--- src/rtl/servo_pose_interpolator_top_assert.svh ---
// ---------------------------------------------------------------------------
// Servo pose interpolator assertion macros
// Concurrent assertion shorthands used at the end of the top level.
// ---------------------------------------------------------------------------
`ifndef SERVO_POSE_INTERPOLATOR_TOP_ASSERT_SVH
`define SERVO_POSE_INTERPOLATOR_TOP_ASSERT_SVH

// antecedent implies consequent in the same cycle
`define SPINT_ASSERT_IMP(name, clk, rstn, ante, cons, msg) \
    name: assert property (@(posedge clk) disable iff (!rstn) (ante) |-> (cons)) \
        else $error(msg);

// antecedent implies consequent in the next cycle
`define SPINT_ASSERT_NXT(name, clk, rstn, ante, cons, msg) \
    name: assert property (@(posedge clk) disable iff (!rstn) (ante) |=> (cons)) \
        else $error(msg);

`endif

--- src/rtl/spint_pkg.sv ---
`timescale 1ns / 1ps
// ---------------------------------------------------------------------------
// Servo pose interpolator package
// Field widths, reset values, opcodes, register indexes and sequencer states.
// ---------------------------------------------------------------------------
package spint_pkg;

    localparam int OP_W       = 3;
    localparam int IDX_IN_W   = 5;
    localparam int POS_W      = 12;
    localparam int ID_W       = 8;
    localparam int DUR_W      = 16;
    localparam int STEP_W     = 13;
    localparam int CNT_W      = 6;   // holds a servo count up to 32
    localparam int FRM_W      = DUR_W + 1;
    localparam int DIV_CNT_W  = $clog2(DUR_W);
    localparam int RESULT_CAP = 32;
    localparam int MAX_SERVOS_DEF = 32;

    localparam int CFG_ADDR_W = 1;
    localparam int CFG_DATA_W = 8;
    localparam int FL_W       = 8;

    localparam int S_TDATA_W  = 48;  // 41 payload bits padded to bytes
    localparam int M_TDATA_W  = 24;  // 20 payload bits padded to bytes

    localparam logic [POS_W-1:0] POS_RESET = 12'd512;
    localparam logic [CNT_W-1:0] SC_RESET  = 6'd18;
    localparam logic [FL_W-1:0]  FL_RESET  = 8'd33;

    localparam logic [CFG_ADDR_W-1:0] CFG_SERVO_COUNT  = 1'd0;
    localparam logic [CFG_ADDR_W-1:0] CFG_FRAME_LENGTH = 1'd1;

    typedef enum logic [OP_W-1:0] {
        OP_SET_ID   = 3'd0,
        OP_LOAD_CUR = 3'd1,
        OP_LOAD_TGT = 3'd2,
        OP_START    = 3'd3,
        OP_TICK     = 3'd4
    } op_t;

    typedef enum logic [3:0] {
        ST_IDLE,
        ST_FRAMES,   // duration / frame_length
        ST_FR_SET,
        ST_SD_RD,    // step size pass
        ST_SD_LOAD,
        ST_SD_RUN,
        ST_SD_WR,
        ST_TK_RD,    // position update pass
        ST_TK_UPD,
        ST_EM_RD,    // result pass
        ST_EM_LOAD
    } st_t;

endpackage

--- src/rtl/servo_pose_interpolator_top.sv ---
`timescale 1ns / 1ps
// ---------------------------------------------------------------------------
// Servo pose interpolator
// Linear pose interpolation over up to MAX_SERVOS slots with a shared divider.
// ---------------------------------------------------------------------------
// Set id, load current and load target are written as they are taken, and the
// block is ready again in the next cycle. A start runs one 16-step restoring
// divider, one quotient bit a cycle, to compute the frame count and then each
// servo's step in turn. A frame tick while moving updates the positions servo by
// servo through the single read port of the pose memories, then hands out one
// result per servo in use; the last result can still sit in the output register
// while the next transaction is already taken. Reset values of the pose, step
// and id memories come from per-entry valid bits, so there is no clearing pass
// after reset.
module servo_pose_interpolator_top #(
    parameter int MAX_SERVOS = spint_pkg::MAX_SERVOS_DEF
) (
    input  logic                              aclk,
    input  logic                              aresetn,
    // tdata: servo_index[4:0], position_in[16:5], new_id[24:17], duration_ms[40:25]
    input  logic                              s_tvalid,
    output logic                              s_tready,
    input  logic [spint_pkg::S_TDATA_W-1:0]   s_tdata,
    // tuser: opcode[2:0]
    input  logic [spint_pkg::OP_W-1:0]        s_tuser,
    // tdata: servo_id[7:0], position_out[19:8]
    output logic                              m_tvalid,
    input  logic                              m_tready,
    output logic [spint_pkg::M_TDATA_W-1:0]   m_tdata,
    output logic                              m_tlast,
    // tuser: motion_done[0]
    output logic                              m_tuser,
    input  logic                              cfg_wr_en,
    input  logic [spint_pkg::CFG_ADDR_W-1:0]  cfg_addr,
    input  logic [spint_pkg::CFG_DATA_W-1:0]  cfg_wr_data
);
    import spint_pkg::*;

    localparam int IDX_W = (MAX_SERVOS > 1) ? $clog2(MAX_SERVOS) : 1;
    localparam int CAP   = (MAX_SERVOS < RESULT_CAP) ? MAX_SERVOS : RESULT_CAP;
    localparam logic [CNT_W-1:0]     CAP_C    = CNT_W'(CAP);
    localparam logic [IDX_IN_W+1:0]  MAX_C    = (IDX_IN_W + 2)'(MAX_SERVOS);
    localparam logic [DIV_CNT_W-1:0] DIV_LAST = DIV_CNT_W'(DUR_W - 1);

    // control
    st_t                   state_reg, state_next;
    logic                  moving_reg, moving_next;
    logic [CNT_W-1:0]      sc_reg, sc_next;
    logic [FL_W-1:0]       fl_reg, fl_next;
    logic [CNT_W-1:0]      cnt_reg, cnt_next;
    logic                  m_tvalid_reg, m_tvalid_next;
    logic [MAX_SERVOS-1:0] cur_vld_reg, cur_vld_next;
    logic [MAX_SERVOS-1:0] tgt_vld_reg, tgt_vld_next;
    logic [MAX_SERVOS-1:0] step_vld_reg, step_vld_next;
    logic [MAX_SERVOS-1:0] id_vld_reg, id_vld_next;

    // datapath
    logic [FRM_W-1:0]      rem_reg, rem_next;
    logic [DUR_W-1:0]      quo_reg, quo_next;
    logic [FRM_W-1:0]      den_reg, den_next;
    logic [DIV_CNT_W-1:0]  dcnt_reg, dcnt_next;
    logic [FRM_W-1:0]      frames_reg, frames_next;
    logic                  all_done_reg, all_done_next;
    logic [ID_W-1:0]       m_id_reg, m_id_next;
    logic [POS_W-1:0]      m_pos_reg, m_pos_next;
    logic                  m_last_reg, m_last_next;
    logic                  m_done_reg, m_done_next;

    // memories
    logic [POS_W-1:0]  cur_mem  [MAX_SERVOS];
    logic [POS_W-1:0]  tgt_mem  [MAX_SERVOS];
    logic [STEP_W-1:0] step_mem [MAX_SERVOS];
    logic [ID_W-1:0]   id_mem   [MAX_SERVOS];
    logic [POS_W-1:0]  cur_q_reg, tgt_q_reg;
    logic [STEP_W-1:0] step_q_reg;
    logic [ID_W-1:0]   id_q_reg;
    logic              cur_qv_reg, tgt_qv_reg, step_qv_reg, id_qv_reg;

    logic              cur_we, tgt_we, step_we, id_we;
    logic [IDX_W-1:0]  cur_wa, wr_idx, mem_addr;
    logic [POS_W-1:0]  cur_wd;
    logic [STEP_W-1:0] step_wd;

    // read data after reset-value substitution
    logic [POS_W-1:0]  cur_rd, tgt_rd;
    logic [STEP_W-1:0] step_rd;
    logic [ID_W-1:0]   id_rd;

    // input fields
    logic [IDX_IN_W-1:0] in_idx;
    logic [POS_W-1:0]    in_pos;
    logic [ID_W-1:0]     in_nid;
    logic [DUR_W-1:0]    in_dur;
    op_t                 in_op;
    logic                s_acc, idx_ok, tgt_ok;

    logic [CNT_W-1:0]    n_act, cnt_inc;
    logic                cnt_last;
    logic [FL_W-1:0]     fl_eff;

    // shared divider step
    logic [FRM_W:0]      div_sh, div_diff;
    logic                div_fit;

    // move step
    logic                up, eq, snap, srv_done;
    logic [POS_W-1:0]    gap, new_cur;

    assign in_idx = s_tdata[IDX_IN_W-1:0];
    assign in_pos = s_tdata[16:5];
    assign in_nid = s_tdata[24:17];
    assign in_dur = s_tdata[40:25];
    assign in_op  = op_t'(s_tuser);

    assign s_tready = (state_reg == ST_IDLE);
    assign s_acc    = s_tvalid && s_tready;

    assign n_act    = (sc_reg > CAP_C) ? CAP_C : sc_reg;
    assign idx_ok   = ({2'b00, in_idx} < MAX_C);
    assign tgt_ok   = ({1'b0, in_idx} < n_act);
    assign wr_idx   = IDX_W'(in_idx);
    assign mem_addr = cnt_reg[IDX_W-1:0];
    assign cnt_inc  = cnt_reg + CNT_W'(1);
    assign cnt_last = (cnt_inc == n_act);
    assign fl_eff   = (fl_reg == '0) ? FL_W'(1) : fl_reg;

    assign cur_rd  = cur_qv_reg  ? cur_q_reg  : POS_RESET;
    assign tgt_rd  = tgt_qv_reg  ? tgt_q_reg  : POS_RESET;
    assign step_rd = step_qv_reg ? step_q_reg : '0;
    assign id_rd   = id_qv_reg   ? id_q_reg   : ID_W'(cnt_reg) + ID_W'(1);

    assign div_sh   = {rem_reg, quo_reg[DUR_W-1]};
    assign div_fit  = (div_sh >= {1'b0, den_reg});
    assign div_diff = div_sh - {1'b0, den_reg};

    assign up       = (tgt_rd > cur_rd);
    assign eq       = (tgt_rd == cur_rd);
    assign gap      = up ? (tgt_rd - cur_rd) : (cur_rd - tgt_rd);
    assign snap     = ({1'b0, gap} < step_rd);
    assign srv_done = eq || snap;
    always_comb begin
        if (eq) begin
            new_cur = cur_rd;
        end else if (snap) begin
            new_cur = tgt_rd;
        end else if (up) begin
            new_cur = cur_rd + step_rd[POS_W-1:0];
        end else begin
            new_cur = cur_rd - step_rd[POS_W-1:0];
        end
    end

    always_comb begin
        state_next    = state_reg;
        moving_next   = moving_reg;
        sc_next       = sc_reg;
        fl_next       = fl_reg;
        cnt_next      = cnt_reg;
        m_tvalid_next = m_tvalid_reg;
        rem_next      = rem_reg;
        quo_next      = quo_reg;
        den_next      = den_reg;
        dcnt_next     = dcnt_reg;
        frames_next   = frames_reg;
        all_done_next = all_done_reg;
        m_id_next     = m_id_reg;
        m_pos_next    = m_pos_reg;
        m_last_next   = m_last_reg;
        m_done_next   = m_done_reg;
        cur_we        = 1'b0;
        tgt_we        = 1'b0;
        step_we       = 1'b0;
        id_we         = 1'b0;
        cur_wa        = wr_idx;
        cur_wd        = in_pos;
        step_wd       = STEP_W'(quo_reg) + STEP_W'(1);

        if (cfg_wr_en) begin
            case (cfg_addr)
                CFG_SERVO_COUNT:  sc_next = cfg_wr_data[CNT_W-1:0];
                CFG_FRAME_LENGTH: fl_next = cfg_wr_data[FL_W-1:0];
                default: ;
            endcase
        end

        if (m_tvalid_reg && m_tready) begin
            m_tvalid_next = 1'b0;
        end

        case (state_reg)
            ST_IDLE: begin
                if (s_acc) begin
                    case (in_op)
                        OP_SET_ID:   id_we  = idx_ok;
                        OP_LOAD_CUR: cur_we = idx_ok;
                        OP_LOAD_TGT: tgt_we = tgt_ok;
                        OP_START: begin
                            quo_next   = in_dur;
                            rem_next   = '0;
                            den_next   = FRM_W'(fl_eff);
                            dcnt_next  = '0;
                            state_next = ST_FRAMES;
                        end
                        OP_TICK: begin
                            if (moving_reg) begin
                                cnt_next      = '0;
                                all_done_next = 1'b1;
                                if (n_act == '0) begin
                                    moving_next = 1'b0;
                                end else begin
                                    state_next = ST_TK_RD;
                                end
                            end
                        end
                        default: ;
                    endcase
                end
            end
            ST_FRAMES, ST_SD_RUN: begin
                rem_next  = div_fit ? div_diff[FRM_W-1:0] : div_sh[FRM_W-1:0];
                quo_next  = {quo_reg[DUR_W-2:0], div_fit};
                dcnt_next = dcnt_reg + DIV_CNT_W'(1);
                if (dcnt_reg == DIV_LAST) begin
                    state_next = (state_reg == ST_FRAMES) ? ST_FR_SET : ST_SD_WR;
                end
            end
            ST_FR_SET: begin
                frames_next = {1'b0, quo_reg} + FRM_W'(1);
                cnt_next    = '0;
                if (n_act == '0) begin
                    moving_next = 1'b1;
                    state_next  = ST_IDLE;
                end else begin
                    state_next = ST_SD_RD;
                end
            end
            ST_SD_RD: state_next = ST_SD_LOAD;
            ST_SD_LOAD: begin
                quo_next   = DUR_W'(gap);
                rem_next   = '0;
                den_next   = frames_reg;
                dcnt_next  = '0;
                state_next = ST_SD_RUN;
            end
            ST_SD_WR: begin
                step_we  = 1'b1;
                cnt_next = cnt_inc;
                if (cnt_last) begin
                    moving_next = 1'b1;
                    state_next  = ST_IDLE;
                end else begin
                    state_next = ST_SD_RD;
                end
            end
            ST_TK_RD: state_next = ST_TK_UPD;
            ST_TK_UPD: begin
                cur_we        = 1'b1;
                cur_wa        = mem_addr;
                cur_wd        = new_cur;
                all_done_next = all_done_reg && srv_done;
                if (cnt_last) begin
                    cnt_next = '0;
                    if (all_done_reg && srv_done) begin
                        moving_next = 1'b0;
                    end
                    state_next = ST_EM_RD;
                end else begin
                    cnt_next   = cnt_inc;
                    state_next = ST_TK_RD;
                end
            end
            ST_EM_RD: state_next = ST_EM_LOAD;
            ST_EM_LOAD: begin
                // wait here until the output register is free
                if (!m_tvalid_reg || m_tready) begin
                    m_tvalid_next = 1'b1;
                    m_id_next     = id_rd;
                    m_pos_next    = cur_rd;
                    m_last_next   = cnt_last;
                    m_done_next   = all_done_reg;
                    cnt_next      = cnt_inc;
                    state_next    = cnt_last ? ST_IDLE : ST_EM_RD;
                end
            end
            default: state_next = ST_IDLE;
        endcase
    end

    always_comb begin
        cur_vld_next  = cur_vld_reg;
        tgt_vld_next  = tgt_vld_reg;
        step_vld_next = step_vld_reg;
        id_vld_next   = id_vld_reg;
        if (cur_we) begin
            cur_vld_next[cur_wa] = 1'b1;
        end
        if (tgt_we) begin
            tgt_vld_next[wr_idx] = 1'b1;
        end
        if (step_we) begin
            step_vld_next[mem_addr] = 1'b1;
        end
        if (id_we) begin
            id_vld_next[wr_idx] = 1'b1;
        end
    end

    always_ff @(posedge aclk) begin
        if (!aresetn) begin
            state_reg    <= ST_IDLE;
            moving_reg   <= 1'b0;
            sc_reg       <= SC_RESET;
            fl_reg       <= FL_RESET;
            cnt_reg      <= '0;
            m_tvalid_reg <= 1'b0;
            cur_vld_reg  <= '0;
            tgt_vld_reg  <= '0;
            step_vld_reg <= '0;
            id_vld_reg   <= '0;
        end else begin
            state_reg    <= state_next;
            moving_reg   <= moving_next;
            sc_reg       <= sc_next;
            fl_reg       <= fl_next;
            cnt_reg      <= cnt_next;
            m_tvalid_reg <= m_tvalid_next;
            cur_vld_reg  <= cur_vld_next;
            tgt_vld_reg  <= tgt_vld_next;
            step_vld_reg <= step_vld_next;
            id_vld_reg   <= id_vld_next;
        end
    end

    always_ff @(posedge aclk) begin
        rem_reg      <= rem_next;
        quo_reg      <= quo_next;
        den_reg      <= den_next;
        dcnt_reg     <= dcnt_next;
        frames_reg   <= frames_next;
        all_done_reg <= all_done_next;
        m_id_reg     <= m_id_next;
        m_pos_reg    <= m_pos_next;
        m_last_reg   <= m_last_next;
        m_done_reg   <= m_done_next;
    end

    // memory write ports
    always_ff @(posedge aclk) begin
        if (cur_we) begin
            cur_mem[cur_wa] <= cur_wd;
        end
        if (tgt_we) begin
            tgt_mem[wr_idx] <= in_pos;
        end
        if (step_we) begin
            step_mem[mem_addr] <= step_wd;
        end
        if (id_we) begin
            id_mem[wr_idx] <= in_nid;
        end
    end

    // registered reads at the sequencer's slot
    always_ff @(posedge aclk) begin
        cur_q_reg   <= cur_mem[mem_addr];
        tgt_q_reg   <= tgt_mem[mem_addr];
        step_q_reg  <= step_mem[mem_addr];
        id_q_reg    <= id_mem[mem_addr];
        cur_qv_reg  <= cur_vld_reg[mem_addr];
        tgt_qv_reg  <= tgt_vld_reg[mem_addr];
        step_qv_reg <= step_vld_reg[mem_addr];
        id_qv_reg   <= id_vld_reg[mem_addr];
    end

    assign m_tvalid = m_tvalid_reg;
    assign m_tdata  = {(M_TDATA_W - POS_W - ID_W)'(0), m_pos_reg, m_id_reg};
    assign m_tlast  = m_last_reg;
    assign m_tuser  = m_done_reg;

    `include "servo_pose_interpolator_top_assert.svh"

    `SPINT_ASSERT_NXT(a_idle_tick_quiet, aclk, aresetn, s_acc && (s_tuser == OP_TICK) && !moving_reg, state_reg == ST_IDLE, "tick while idle started a pass")
    `SPINT_ASSERT_IMP(a_moving_rise, aclk, aresetn, $rose(moving_reg), $past(state_reg) == ST_SD_WR || $past(state_reg) == ST_FR_SET, "motion started outside a start sequence")
    `SPINT_ASSERT_IMP(a_step_range, aclk, aresetn, state_reg == ST_SD_WR, quo_reg[DUR_W-1:POS_W] == '0, "step quotient exceeds position range")

endmodule
--- config.mk ---
export PLATFORM = sky130hd
export DESIGN_NAME = servo_pose_interpolator_top
export DESIGN_NICKNAME = d
export VERILOG_FILES = /design/src/rtl/spint_pkg.sv /design/src/rtl/servo_pose_interpolator_top.sv
export VERILOG_INCLUDE_DIRS = /design/src /design/src/rtl
export SDC_FILE = /design/constraint.sdc
export NUM_CORES = 2
export LEC_CHECK = 0
export BUFFER_PORTS_ARGS = -buffer_cell sky130_fd_sc_hd__buf_2
export CORE_AREA = 2 2 375 377
export CTS_BUF_LIST = sky130_fd_sc_hd__clkbuf_16
export CTS_CLUSTER_DIAMETER = 60
export CTS_CLUSTER_SIZE = 24
export DETAILED_ROUTE_END_ITERATION = 6
export DIE_AREA = 0 0 377 379
export PLACE_DENSITY = 0.76
export SYNTH_ARGS = -nofsm -noshare
export SYNTH_HDL_FRONTEND = slang
export SYNTH_SLANG_ARGS = --single-unit
--- constraint.sdc ---
create_clock -name aclk -period 10.7 [get_ports aclk]
set_input_delay 2.14 -clock aclk [delete_from_list [all_inputs] [get_ports aclk]]
set_output_delay 2.14 -clock aclk [all_outputs]
set_load 0.01 [all_outputs]
======== Word level (Yosys, flattened, before mapping) ========
Memory sizes are Yosys's and may differ from the RTL's. A register that Yosys moved wholly into a read port is not among the register bits.
Index checks and enable logic that the tools add are counted.
operators by class
  reductions and logical operators ........ 28
  add/sub/neg operators ................... 10
  eq/ne operators ......................... 30
  $lt $le $gt $ge ......................... 11
  bitwise logic cells ..................... 5
  mux-type cells .......................... 91
operators with widths
  cell                                                                   count
  32-bit bitwise OR                                                      4
  17-bit 2-to-1 mux                                                      5
  12-bit 2-to-1 mux                                                      7
  17-bit case mux with 3 select lines                                    1
  16-bit case mux with 3 select lines                                    1
  4-bit case mux with 10 select lines                                    1
  1-bit 2-to-1 mux                                                       38
  4-bit 2-to-1 mux                                                       9
  6-bit 2-to-1 mux                                                       6
  12-bit subtractor                                                      3
  17-bit case mux with 2 select lines                                    1
  16-bit 2-to-1 mux                                                      2
  6-bit case mux with 5 select lines                                     1
  1-bit binary-select mux with 5-bit select                              4
  18-bit by 17-bit >= comparator with 1-bit output                       1
  5-bit by 6-bit < comparator with 1-bit output, second input constant   3
  16-bit by 1-bit adder with 17-bit output, second input constant        1
  17-bit subtractor                                                      1
  4-bit by 3-bit == test with 1-bit output, second input constant        4
  4-bit == test, second input constant                                   4
  8-bit 2-to-1 mux                                                       2
  1-bit demux with 5-bit select                                          3
  5-bit by 1-bit >= comparator with 1-bit output, second input constant  3
  13-bit by 1-bit adder with 13-bit output, second input constant        1
  46 further kinds                                                       69
word-level totals
  memories kept ........................... 4
  register bits ........................... 252
  memory bits (writable) .................. 1440
  output and inout port bits .............. 28
memory list
  memory    depth  bits a word  rd ports  clocked after memory_dff  write ports  line                               source
  step_mem  32     13           1         1                         1            servo_pose_interpolator_top.sv:72  logic [STEP_W-1:0] step_mem [MAX_SERVOS];
  cur_mem   32     12           1         1                         1            servo_pose_interpolator_top.sv:70  logic [POS_W-1:0] cur_mem [MAX_SERVOS];
  tgt_mem   32     12           1         1                         1            servo_pose_interpolator_top.sv:71  logic [POS_W-1:0] tgt_mem [MAX_SERVOS];
  id_mem    32     8            1         1                         1            servo_pose_interpolator_top.sv:73  logic [ID_W-1:0] id_mem [MAX_SERVOS];

======== Logic depth before layout (Yosys ltp) ========
  word-level depth ........................ 9
  mapped depth ............................ 26

======== Worst setup path before layout ========
No wires, ideal clock.
  path type ............................... register to register
  start ................................... reg cur_qv_reg
  end ..................................... mem cur_mem[0][4] (data pin)
  stages on the path, launching flop included .. 23
  path slack .............................. 3.801 ns
  arrival time ............................ 6.432 ns
  buffers on the path ..................... 2
  clock period less this slack ............ 6.899 ns
  cell sequence ........................... dfxtp_1 -> clkbuf_1 -> and2_1 -> ha_1 -> fa_1 -> nor2b_1 -> o21ba_2 -> o211ai_4 -> a21oi_1 -> mux2_1 -> a211oi_2 -> a221oi_1 -> nand2b_1 -> a21boi_1 -> xnor2_1 -> ha_1 -> and3_1 -> a221oi_1 -> a21oi_1 -> a41oi_1 -> clkbuf_1 -> o221ai_1 -> o31ai_1
on the way
  word-level cells in the longest chain between the ends .. 7
RTL lines
  element                                                                     line                                                                    source
  start: declaration                                                          servo_pose_interpolator_top.sv:77                                       logic cur_qv_reg, tgt_qv_reg, step_qv_reg, id_qv_reg;
  start signal: assignment                                                    servo_pose_interpolator_top.sv:369                                      cur_qv_reg <= cur_vld_reg[mem_addr];
  12-bit 2-to-1 mux (*)                                                       servo_pose_interpolator_top.sv:127                                      assign cur_rd = cur_qv_reg ? cur_q_reg : POS_RESET;
  named net cur_rd[0]                                                         servo_pose_interpolator_top.sv:85                                       logic [POS_W-1:0] cur_rd, tgt_rd;
  12-bit subtractor / 12-bit greater-than comparator (equally long branches)  servo_pose_interpolator_top.sv:138, servo_pose_interpolator_top.sv:136
  12-bit 2-to-1 mux                                                           servo_pose_interpolator_top.sv:138                                      assign gap = up ? (tgt_rd - cur_rd) : (cur_rd - tgt_rd);
  12-bit by 13-bit < comparator with 1-bit output                             servo_pose_interpolator_top.sv:139                                      assign snap = ({1'b0, gap} < step_rd);
  12-bit 2-to-1 mux                                                           servo_pose_interpolator_top.sv:144                                      end else if (snap) begin
  12-bit 2-to-1 mux (*)                                                       servo_pose_interpolator_top.sv:142                                      if (eq) begin
  12-bit 2-to-1 mux (*)                                                       servo_pose_interpolator_top.sv:190                                      case (state_reg)
  named net cur_wd[4]                                                         servo_pose_interpolator_top.sv:81                                       logic [POS_W-1:0] cur_wd;
  end: declaration                                                            servo_pose_interpolator_top.sv:70
The timed path passes the listed nets; every way through them passes the cells marked *.

======== Worst setup path after layout ========
  start ................................... reg cur_qv_reg
  end ..................................... mem cur_mem[8][4] (data pin)
on the way
  word-level cells in the longest chain between the ends .. 7
RTL lines
  element                                                                     line
  12-bit 2-to-1 mux (*)                                                       servo_pose_interpolator_top.sv:127
  12-bit subtractor / 12-bit greater-than comparator (equally long branches)  servo_pose_interpolator_top.sv:138, servo_pose_interpolator_top.sv:136
  12-bit 2-to-1 mux                                                           servo_pose_interpolator_top.sv:138
  12-bit by 13-bit < comparator with 1-bit output                             servo_pose_interpolator_top.sv:139
  12-bit 2-to-1 mux                                                           servo_pose_interpolator_top.sv:144
  12-bit 2-to-1 mux (*)                                                       servo_pose_interpolator_top.sv:142
  12-bit 2-to-1 mux (*)                                                       servo_pose_interpolator_top.sv:190
  named net cur_wd[4]                                                         servo_pose_interpolator_top.sv:81
Marks and branches as above.

==> results.toml <==
[outcome]
status = "finished, final reports clean"

[clock_network]
clock-sinks = 1737
cts-resized-gates = 0
cts_root_buf = "clkbuf_16"
clk_latency_ns = 0.77
path_clk_slew_ns = 0.08
cts_max_level = 3
cts_buffer_depth = 3
hold_buffers = 0
cts_buffers = 103
cts_setup_buffers = 0
cts_tree = "done"

[global_routing]
first_global_vias = 35896
antenna_found_initial = 8
grt_max_degree = 147
grt_overflow = 0
gr-usage-all-layers = 0.2297
grt_pass1_wl_um = 240800

[timing]
hold_violations = 0
fmax_mhz = 121.5
min_period_over_period = 0.7695
finalSetupTns_ns = 0
clock_skew_ns = 0.02748
fin_ws_ns = 2.466
tightestPinTransition_ns = 1.332
fin_crit_ns = 8.234
rsz0062_at_grt = "no"
relSlewSlack = 0.1089
slew_violations = 0
setup_viol = 0

[route]
drtPass1Iterations = 6
drc = 0
wl_per_cell_um = 28.16
vias_per_cell = 6.320
drt_first_iter_violations = 5234
antenna_left = 0
routed_wl_um = 163700
via_count = 36737

[power]
p_seq_frac = 0.597
internal_power_uw = 9858
ir_drop_uv = 221.1
power.total_uw = 12910
switching_power_uw = 3048
combPwrFrac = 0.066
power.share.clock = 0.337
netSwitchingFraction = 0.2362
leakage_uw = 0.02381
power_density_nw_per_um2 = 170.5

[logic_synthesis]
synthMuxAreaShare = 0.1325
synth_xor_area_frac = 0.008121
synth_most_common_cell = "edfxtp_1"
synthTopCellsByArea = "edfxtp_1, mux4_2, dfxtp_1, a22oi_1, o21a_1"
synth_top_family_by_area = "multiplexers"
ys_top_cells_by_count = "edfxtp_1, mux4_2, nor2_1, a22oi_1, dfxtp_1"
synth_cells = 3790
synth_fa_ha_area_frac = 0.01340
ys_warn_count = 0
synth_seq_area_share = 0.7263
async_flop_share = 0
yosysUniqueCellTypes = 92
synth-seq-cells = 1737
synth_simple_gate_area_frac = 0.04380
synth_area_um2 = 69020
synth_compound_area_frac = 0.06096
synth_top_area_frac = 0.6674
yosys.area.top_type = "edfxtp_1"
synthFlopType = "edfxtp_1"
synth_edf_count = 1534
avgSynthCellArea_um2 = 18.21

[flow_run]
maxCapViolations = 0

[critical_path]
end_kind = "flip-flop"
worstPathMaxFanout = 32
timing.rr.start = "cur_qv_reg$_DFF_P_"
r2r_cells = 19
critical_path_class = "flip-flop to flip-flop"
crit_path_start = "cur_qv_reg$_DFF_P_"
cp-start-kind = "flip-flop"
cp_data_required_time_ns = 11.09
worstPathArrival_ns = 8.62
worst-r2r-setup-slack_ns = 2.47
reg2reg_to = "cur_mem[8][4]$_DFFE_PP_"

[placed_design]
dp_hpwl_um = 103400
io_buffers = 81
place_congestion = 0.8913
placed_area_um2 = 72180
pre_cts_slack_ns = 2.570

[floorplanning]
die-area_um2 = 142900
dieHeight_um = 379
initial_core_util = 0.4971
boundaryPins = 93
core-area_um2 = 138800
num_rows = 137
die_w_um = 377

[final_layout]
seq_area_um2 = 50140
largest_reg_flops = 416
fin_nets = 4048
final_area_um2 = 75720
multi_input_area_um2 = 18090
n_fill_cell = 10377
drive_above_1_share = 0.2133
fin_util = 0.5454
syn_to_final_growth_pct = 9.704
largest_register = "step_mem"
biggestRegsByFlops = "step_mem: 416 flops, cur_mem: 384 flops, tgt_mem: 384 flops"

[min_path]
hold_class = "flip-flop to flip-flop"
holdPathStages = 1
hold-path-endpoint = "id_vld_reg[13]$_SDFFE_PN0P_"
holdCritStartpoint = "id_vld_reg[13]$_SDFFE_PN0P_"
[power groups by stage]
stage | Clock (uW) | Combinational, uW | Sequential, uW
2_1_floorplan | 0 | 499 | 7840
3_3_place_gp | 0 | 821 | 7860
3_5_place_dp | 0 | 853 | 7860
4_1_cts | 4400 | 856 | 7710
5_1_grt | 4620 | 931 | 7720
6_report | 4340 | 856 | 7710
[area by class of cell]
cell class                      count  share of cell area
Multi-Input combinational cell   1790              0.2389
Antenna cell                        3          0.00009914
Timing Repair Buffer              218             0.01935
Clock inverter                     90             0.01153
Sequential cell                  1737              0.6621
Tap cell                         1807             0.02986
Inverter                           62            0.003073
Clock buffer                      106             0.03503
[stage by stage]
stage / std cells / hold WS [ns]
finish: 5813 / 0.4652
global route: 5810 / 0.4774
CTS: 5810 / 0.4688
detailed placement: 5614 / 0.4489
global placement: 5614 / 0.4405
floorplan: 3793 / 0.4272
[worst max-delay path: stages (launching register included)]
cell	delay, ns
dfxtp_1	0.63
nand2_1	0.28
ha_1	0.50
a21oi_1	0.28
o21ai_0	0.16
or2_1	0.28
o21ai_2	0.83
mux2i_1	0.37
a32oi_1	0.20
o21a_1	0.22
o311ai_1	0.34
xor2_1	0.29
ha_1	0.29
a21o_1	0.16
a221oi_1	0.29
a21oi_1	0.10
a41oi_2	0.85
nand2b_1	0.47
o221ai_1	0.27
o31ai_4	1.04
[worst max-delay path by stage]
stage	to	slack, ns	cells after the start
2_1_floorplan	cur_mem[0][4]$_DFFE_PP_	3.80	22
6_report	cur_mem[8][4]$_DFFE_PP_	2.47	19
3_3_place_gp	cur_mem[30][4]$_DFFE_PP_	2.72	19
3_5_place_dp	cur_mem[30][4]$_DFFE_PP_	2.57	19
5_1_grt	cur_mem[27][1]$_DFFE_PP_	2.01	20
4_1_cts	cur_mem[4][4]$_DFFE_PP_	2.55	19
[metal layers]
metal  track usage  part of all wire  routed length [um]
met1        0.3215              0.39               63370
met2        0.3738              0.49               79850
met3       0.03312             0.092               15080
met4       0.07608             0.033                5350
met5             0           0.00017                  28
[cells by family (layout without fill, tap and decap cells)]
kind of cell / count (synthesis) / count (layout)
xor gates and xnor gates: 61 / 61
buffers and inverters: 266 / 476
and+or+nand+nor: 646 / 646
other: 1 / 7
muxes: 423 / 423
AOI/OAI and AO/OA: 583 / 583
DFF: 1737 / 1737
adders and majority gates: 73 / 73
[layout by cell type, fill, tap and decap left out, drive strengths merged, types with 8 or more instances in the layout]
cell type and n:
xor2 23, nand3 46, ha 69, a21oi 61, nor3 17, o211ai 13, clkbuf 106, a31oi 14
buf 218, xnor2 38, nand2b 18, and2 29, a21boi 14, and3 9, o21a 135, nand4 61
dfxtp 203, a22oi 210, a211oi 8, nor2b 24, a21o 20, mux4 392, clkinvlp 9, inv 106
mux2i 24, nand2 191, clkinv 34, nor2 217, o21ai 54, edfxtp 1534
Power figures use the tool's default switching activity.
